File: config.mk
export PLATFORM = sky130hd
export DESIGN_NAME = spi_div_cell
export DESIGN_NICKNAME = d
export VERILOG_FILES = /design/src/spi_pkg.sv /design/src/spi_div_cell.sv
export SDC_FILE = /design/constraint.sdc
export NUM_CORES = 1
export LEC_CHECK = 0
export BUFFER_PORTS_ARGS = -buffer_cell sky130_fd_sc_hd__buf_2
export CORE_AREA = 5 5 364 366
export DETAILED_ROUTE_END_ITERATION = 12
export DIE_AREA = 0 0 369 371
export GPL_ROUTABILITY_DRIVEN = 0
export PLACE_DENSITY = 0.43
export SYNTH_ARGS = -nofsm -noshare
export SYNTH_HDL_FRONTEND = slang
export SYNTH_SLANG_ARGS = --single-unit
File: constraint.sdc
create_clock -name clk -period 6.8 [get_ports clk]
set_clock_uncertainty 0.1 [all_clocks]
set_input_delay 0.34 -clock clk [delete_from_list [all_inputs] [get_ports clk]]
set_output_delay 0.34 -clock clk [all_outputs]
set_load 0.02 [all_outputs]
File: src/spi_pkg.sv
// Shared types and constants for the segment/plane intersection unit.
// No dependencies.
package spi_pkg;

  localparam int unsigned COORD_W = 32;
  localparam int unsigned DIR_W   = 33;
  localparam int unsigned SUM_W   = 67;
  localparam int unsigned MAG_W   = 66;
  localparam int unsigned REM_W   = 66;
  localparam int unsigned QUOT_W  = 33;
  localparam int unsigned PROD_W  = 99;
  localparam int unsigned NCELL   = QUOT_W;
  localparam int unsigned IDX_W   = 3;

  typedef enum logic [IDX_W-1:0] {
    REG_NORMAL_X = 3'd0,
    REG_NORMAL_Y = 3'd1,
    REG_NORMAL_Z = 3'd2,
    REG_OFFSET   = 3'd3,
    REG_EPSILON  = 3'd4
  } reg_idx_t;

  typedef struct packed {
    logic signed [COORD_W-1:0] s;
    logic                      dneg;
    logic [REM_W-1:0]          r;
    logic [QUOT_W-1:0]         w;
  } lane_t;

  typedef struct packed {
    logic             hit;
    logic             den_neg;
    logic [MAG_W-1:0] dm;
    lane_t [2:0]      lane;
  } cell_t;

endpackage

File: src/spi_div_cell.sv
// One restoring-division cell: one quotient bit per lane per request.
// Depends on spi_pkg; chained by the top level.
module spi_div_cell (
  input  logic           clk,
  input  logic           rst,
  input  logic           adv,
  input  logic           in_valid,
  input  spi_pkg::cell_t in_data,
  output logic           out_valid,
  output spi_pkg::cell_t out_data
);
  import spi_pkg::*;

  logic [REM_W:0] trial [3];
  logic           ge [3];
  cell_t          data_next;

  always_comb begin
    data_next = in_data;
    for (int i = 0; i < 3; i++) begin
      trial[i] = {in_data.lane[i].r, in_data.lane[i].w[QUOT_W-1]};
      ge[i]    = trial[i] >= {1'b0, in_data.dm};
      data_next.lane[i].r = ge[i] ? REM_W'(trial[i] - {1'b0, in_data.dm})
                                  : trial[i][REM_W-1:0];
      data_next.lane[i].w = {in_data.lane[i].w[QUOT_W-2:0], ge[i]};
    end
  end

  always_ff @(posedge clk) begin
    if (rst) begin
      out_valid <= 1'b0;
    end else if (adv) begin
      out_valid <= in_valid;
    end
  end

  always_ff @(posedge clk) begin
    if (adv) begin
      out_data <= data_next;
    end
  end

  a_rem_below_divisor: assert property (@(posedge clk) disable iff (rst)
    out_valid && out_data.hit |->
      out_data.lane[0].r < out_data.dm && out_data.lane[1].r < out_data.dm &&
      out_data.lane[2].r < out_data.dm)
    else $error("division remainder not below divisor");

endmodule

## Word level (Yosys, flattened, before mapping)

Cells that the tools add are included.
Widths: inputs -> output; s select.

- Register bits after elaboration: 465
- Input port bits: 468
- Output and inout bits: 465
- Word-level logic and storage cells: 25

- Add/subtract/negate cells: 3
- Order comparisons: 3
- Mux-type cells: 3

Operator list:

| operator | number |
|---|---|
| $ge 67x66->1 | 3 |
| $mux 66 | 3 |
| $sub 66x66->66 | 3 |

## Longest topological paths before layout

- Depth in word-level cells: 2
- Depth in mapped cells: 17
- Gate-level depth less buffers: 15

## Worst setup path before layout

No wires, ideal clock.

- Kind: input port to flip-flop
- Start point: input port in_data[164] in the netlist's numbering
- End point: register out_data[229] in the netlist's numbering (data pin)
- Setup time: 264 ps
- Data arrival time: 3323 ps
- Required time: 6436 ps
- Slack: 3113 ps
- Cell stages on the path: 15
- Buffers on the path: 0
- Cells stage by stage: inv_1 ha_1 inv_1 fa_1 a21o_1 a221o_1 a31oi_1 a21boi_1 a41oi_1 a21oi_1 a2111oi_2 o41ai_1 a221oi_1 xor2_1 o21ai_1

RTL lines:

| what | line | source |
|---|---|---|
| start, declared | spi_div_cell.sv:8 | `input spi_pkg::cell_t in_data,` |
| end signal, assigned | spi_div_cell.sv:39 | `out_data <= data_next;` |
| end, declared | spi_div_cell.sv:10 | `output spi_pkg::cell_t out_data` |

==> flow_metrics.py <==
metrics = {
    "placed_design": {
        "dp_hpwl_um": 120000,
        "portBuffers": 932,
        "dp_slack_ps": 1620,
    },
    "synthesis": {
        "synth_edf_count": 464,
        "synth.distinct_cells": 76,
        "yosys_most_used_dff": "edfxtp_1",
        "synth-compound-area-share_pct": 19.1,
        "synthAdderAreaFrac_pct": 9.15,
        "synthCells": 2681,
        "synth_simple_gate_area_share_pct": 11.7,
        "synth_top_family_by_area": "compound AO/OA/AOI/OAI gates",
        "ys_seq_elements": 465,
        "yosysSeqAreaShare_pct": 50.3,
        "yosys-top-cells-area": "edfxtp_1, ha_1, a21oi_1, xnor2_1, nand2_1",
        "avgSynthCellArea_um2": 10.3,
        "synth_warnings": 0,
        "yosys.area.top_type_share_pct": 50.3,
        "synthArstFlopShare_pct": 0,
        "synth_common_cells": "edfxtp_1, a21oi_1, nand2_1",
        "synthesis.nets": 3350,
        "synthMuxAreaShare_pct": 0.632,
        "synth_xor_xnor_area_share_pct": 5.78,
        "syn_area_um2": 27700,
        "yosysMostFrequentCell": "edfxtp_1",
        "yosysTopAreaCell": "edfxtp_1",
    },
    "route": {
        "routed_wl_um": 147000,
        "drc": 0,
        "first_pass_iters": 5,
        "drt_iter0_markers": 1731,
        "ant_nets": 0,
        "routedWlPerCell_um": 25.4,
        "viasPerCell": 4.64,
        "vias": 26800,
    },
    "setup_path": {
        "crit_path_cell_trace": "dlygate4sd3_1 -> buf_2 -> inv_1 -> ha_1 -> inv_1 -> fa_1 -> a21o_1 -> a21oi_1 -> o21ai_0 -> a41oi_1 -> a211oi_1 -> buf_4 -> o211ai_1 -> nand3_1 -> a21o_1 -> a21o_1 -> or4_1 -> and3b_1",
        "crit_path_top_delay_cell": "dlygate4sd3_1",
        "startpoint": "in_data[296]",
        "cp_max_fo": 4,
        "reg2reg_from": "out_valid$_SDFFE_PP0P_",
        "worstPathArrival_ps": 5280,
        "critical_path.most_common_cell": "a21o_1",
        "crit_path_end_kind": "register",
        "path_class": "input pin to register",
        "worstPathRequired_ps": 7120,
        "max_stage_delay_ps": 580,
        "crit_path_start_kind": "input pin",
    },
    "clock_network": {
        "cts_buffers": 61,
        "cts_root_buf": "clkbuf_16",
        "cts.sinks": 465,
        "path_clk_slew_ps": 60,
        "h-tree-depth": 2,
        "clock_path_buffers": 3,
        "clock_latency_ps": 660,
        "cts_tree": "built",
    },
    "timing": {
        "tns_ps": 0,
        "setup_viol_count_final": 0,
        "fmax_mhz": 202,
        "rsz0062_at_grt": "false",
        "tightest_slew_ps": 1080,
        "hold_viol": 0,
        "finalCritPeriodShare_pct": 72.9,
        "setup_slack_ps": 1840,
        "slew_headroom_pct": 28.1,
        "period_minus_slack_ps": 4960,
        "slew_violations": 0,
    },
    "layout": {
        "fin_nets": 4706,
        "post-route-util_pct": 31.8,
        "area_growth_pct": 47.7,
        "drive_above_1_share_pct": 26.5,
    },
    "global_routing": {
        "antenna_found_initial": 30,
        "overflow": 0,
        "grt_usage_pct": 20.4,
        "grt_pass1_vias": 27500,
        "grt_pass1_wl_um": 202000,
        "grt_max_degree": 107,
    },
    "power": {
        "p_leak_nw": 17.4,
        "switchingPower_w": 0.00342,
        "sw_frac_of_total_pct": 34.3,
        "seqPwrFrac_pct": 37.0,
        "pwr-share-comb_pct": 29.1,
        "peakVddDrop_mv": 0.193,
        "clkPwrFrac_pct": 33.9,
        "power.internal_w": 0.00655,
        "power.density_nw_per_um2": 244,
    },
    "floorplan": {
        "top_level_ports": 933,
        "core_um2": 129000,
        "die_y_um": 371,
        "fp.dieW_um": 369,
        "start_util_pct": 21.5,
        "dieArea_um2": 137000,
        "num_rows": 132,
    },
    "outcome": {
        "status": "completed",
    },
    "min_path": {
        "hold_class": "input pin to register",
        "hp-start": "in_data[298]",
    },
    "run": {
        "cap_violations": 0,
    },
}
worst paths after layout:
| kind | end | slack [ps] | cells past startpoint |
|---|---|---|---|
| worst max-delay path | out_data[357]$_DFFE_PP_ | 1840 | 18 |
| worst min-delay path | out_data[299]$_DFFE_PP_ | 70 | 3 |
| worst max register to register | out_valid$_SDFFE_PP0P_ | 5530 | 3 |
| worst min register to register | out_valid$_SDFFE_PP0P_ | 980 | 3 |
worst max-delay path, delay by kind of cell:
family | cells | cell delay, ps
fa+ha+maj | 2 | 650
simple gates | 3 | 750
compound gates | 8 | 2370
buf+inv | 5 | 1150
per-layer routing:
metal / global-route usage, % / vias up / part of all wire [%]
li1: - / 12700 / -
met1: 23.5 / 13000 / 39
met2: 37.9 / 893 / 51
met3: 4.17 / 184 / 5.9
met4: 6.38 / 24 / 3.4
met5: 0 / - / 0.11
sequential cells by signal, summed over array words and instances (netlist names):
name	count
out_data	464
out_valid	1
metrics by stage:
step	hold slack [ps]	power, W	cell area (µm²)	std cells
2_1_floorplan	312	0.00527	27700	2681
3_3_place_gp	369	0.00644	34200	5188
3_5_place_dp	385	0.00643	34200	5188
4_1_cts	2.91	0.0101	40900	5765
5_1_grt	17.7	0.0105	40900	5771
6_report	68.7	0.00997	40900	5781
cell families (layout without fill, tap and decap cells):
| family | count (synthesis) | in the layout |
|---|---|---|
| AOI/OAI and AO/OA | 871 | 871 |
| xor gates and xnor gates | 183 | 183 |
| adders and majority gates | 201 | 201 |
| buffers and inverters | 235 | 1644 |
| DFF | 465 | 465 |
| muxes | 16 | 16 |
| other | 0 | 16 |
| and+or+nand+nor | 710 | 710 |
power by group through the flow:
stage	Sequential, W	Combinational, W	Clock, W
2_1_floorplan	0.00413	0.00114	0
3_3_place_gp	0.00375	0.00269	0
4_1_cts	0.00370	0.00293	0.00351
5_1_grt	0.00371	0.00313	0.00361
3_5_place_dp	0.00375	0.00268	0
6_report	0.00369	0.00290	0.00337
timing repair:
item                                   in CTS  in global routing
setup buffers                               0                  0
setup endpoints to repair                   0                  0
resized for setup                           0                  0
hold buffers                              461                  0
endpoints found under the hold margin     498                  0
cells in the final DEF, fill, tap and decap left out, types with 62 or more instances in the layout:
| cell type | netlist | final |
|---|---|---|
| xor2_1 | 72 | 72 |
| clkbuf_16 | 0 | 62 |
| nand4_1 | 68 | 68 |
| a21o_1 | 122 | 122 |
| xnor2_1 | 111 | 111 |
| edfxtp_1 | 464 | 464 |
| buf_2 | 16 | 931 |
| nor2_1 | 209 | 209 |
| a21oi_1 | 330 | 330 |
| nand2_1 | 250 | 250 |
| inv_1 | 120 | 119 |
| dlygate4sd3_1 | 0 | 461 |
| ha_1 | 198 | 198 |
| o21ai_0 | 185 | 185 |
final cells by class:
type                    instances  area (µm²)
clock buffers                  75        1600
repair buffers               1408        9460
multi-input cells            1981       12900
inverters                     120         450
flip-flops and latches        465       14000
clock inverters                41         455
well taps                    1675        2100
fillers                     13500       87900
diodes                         16        40.0
Power figures use the tool's default switching activity.
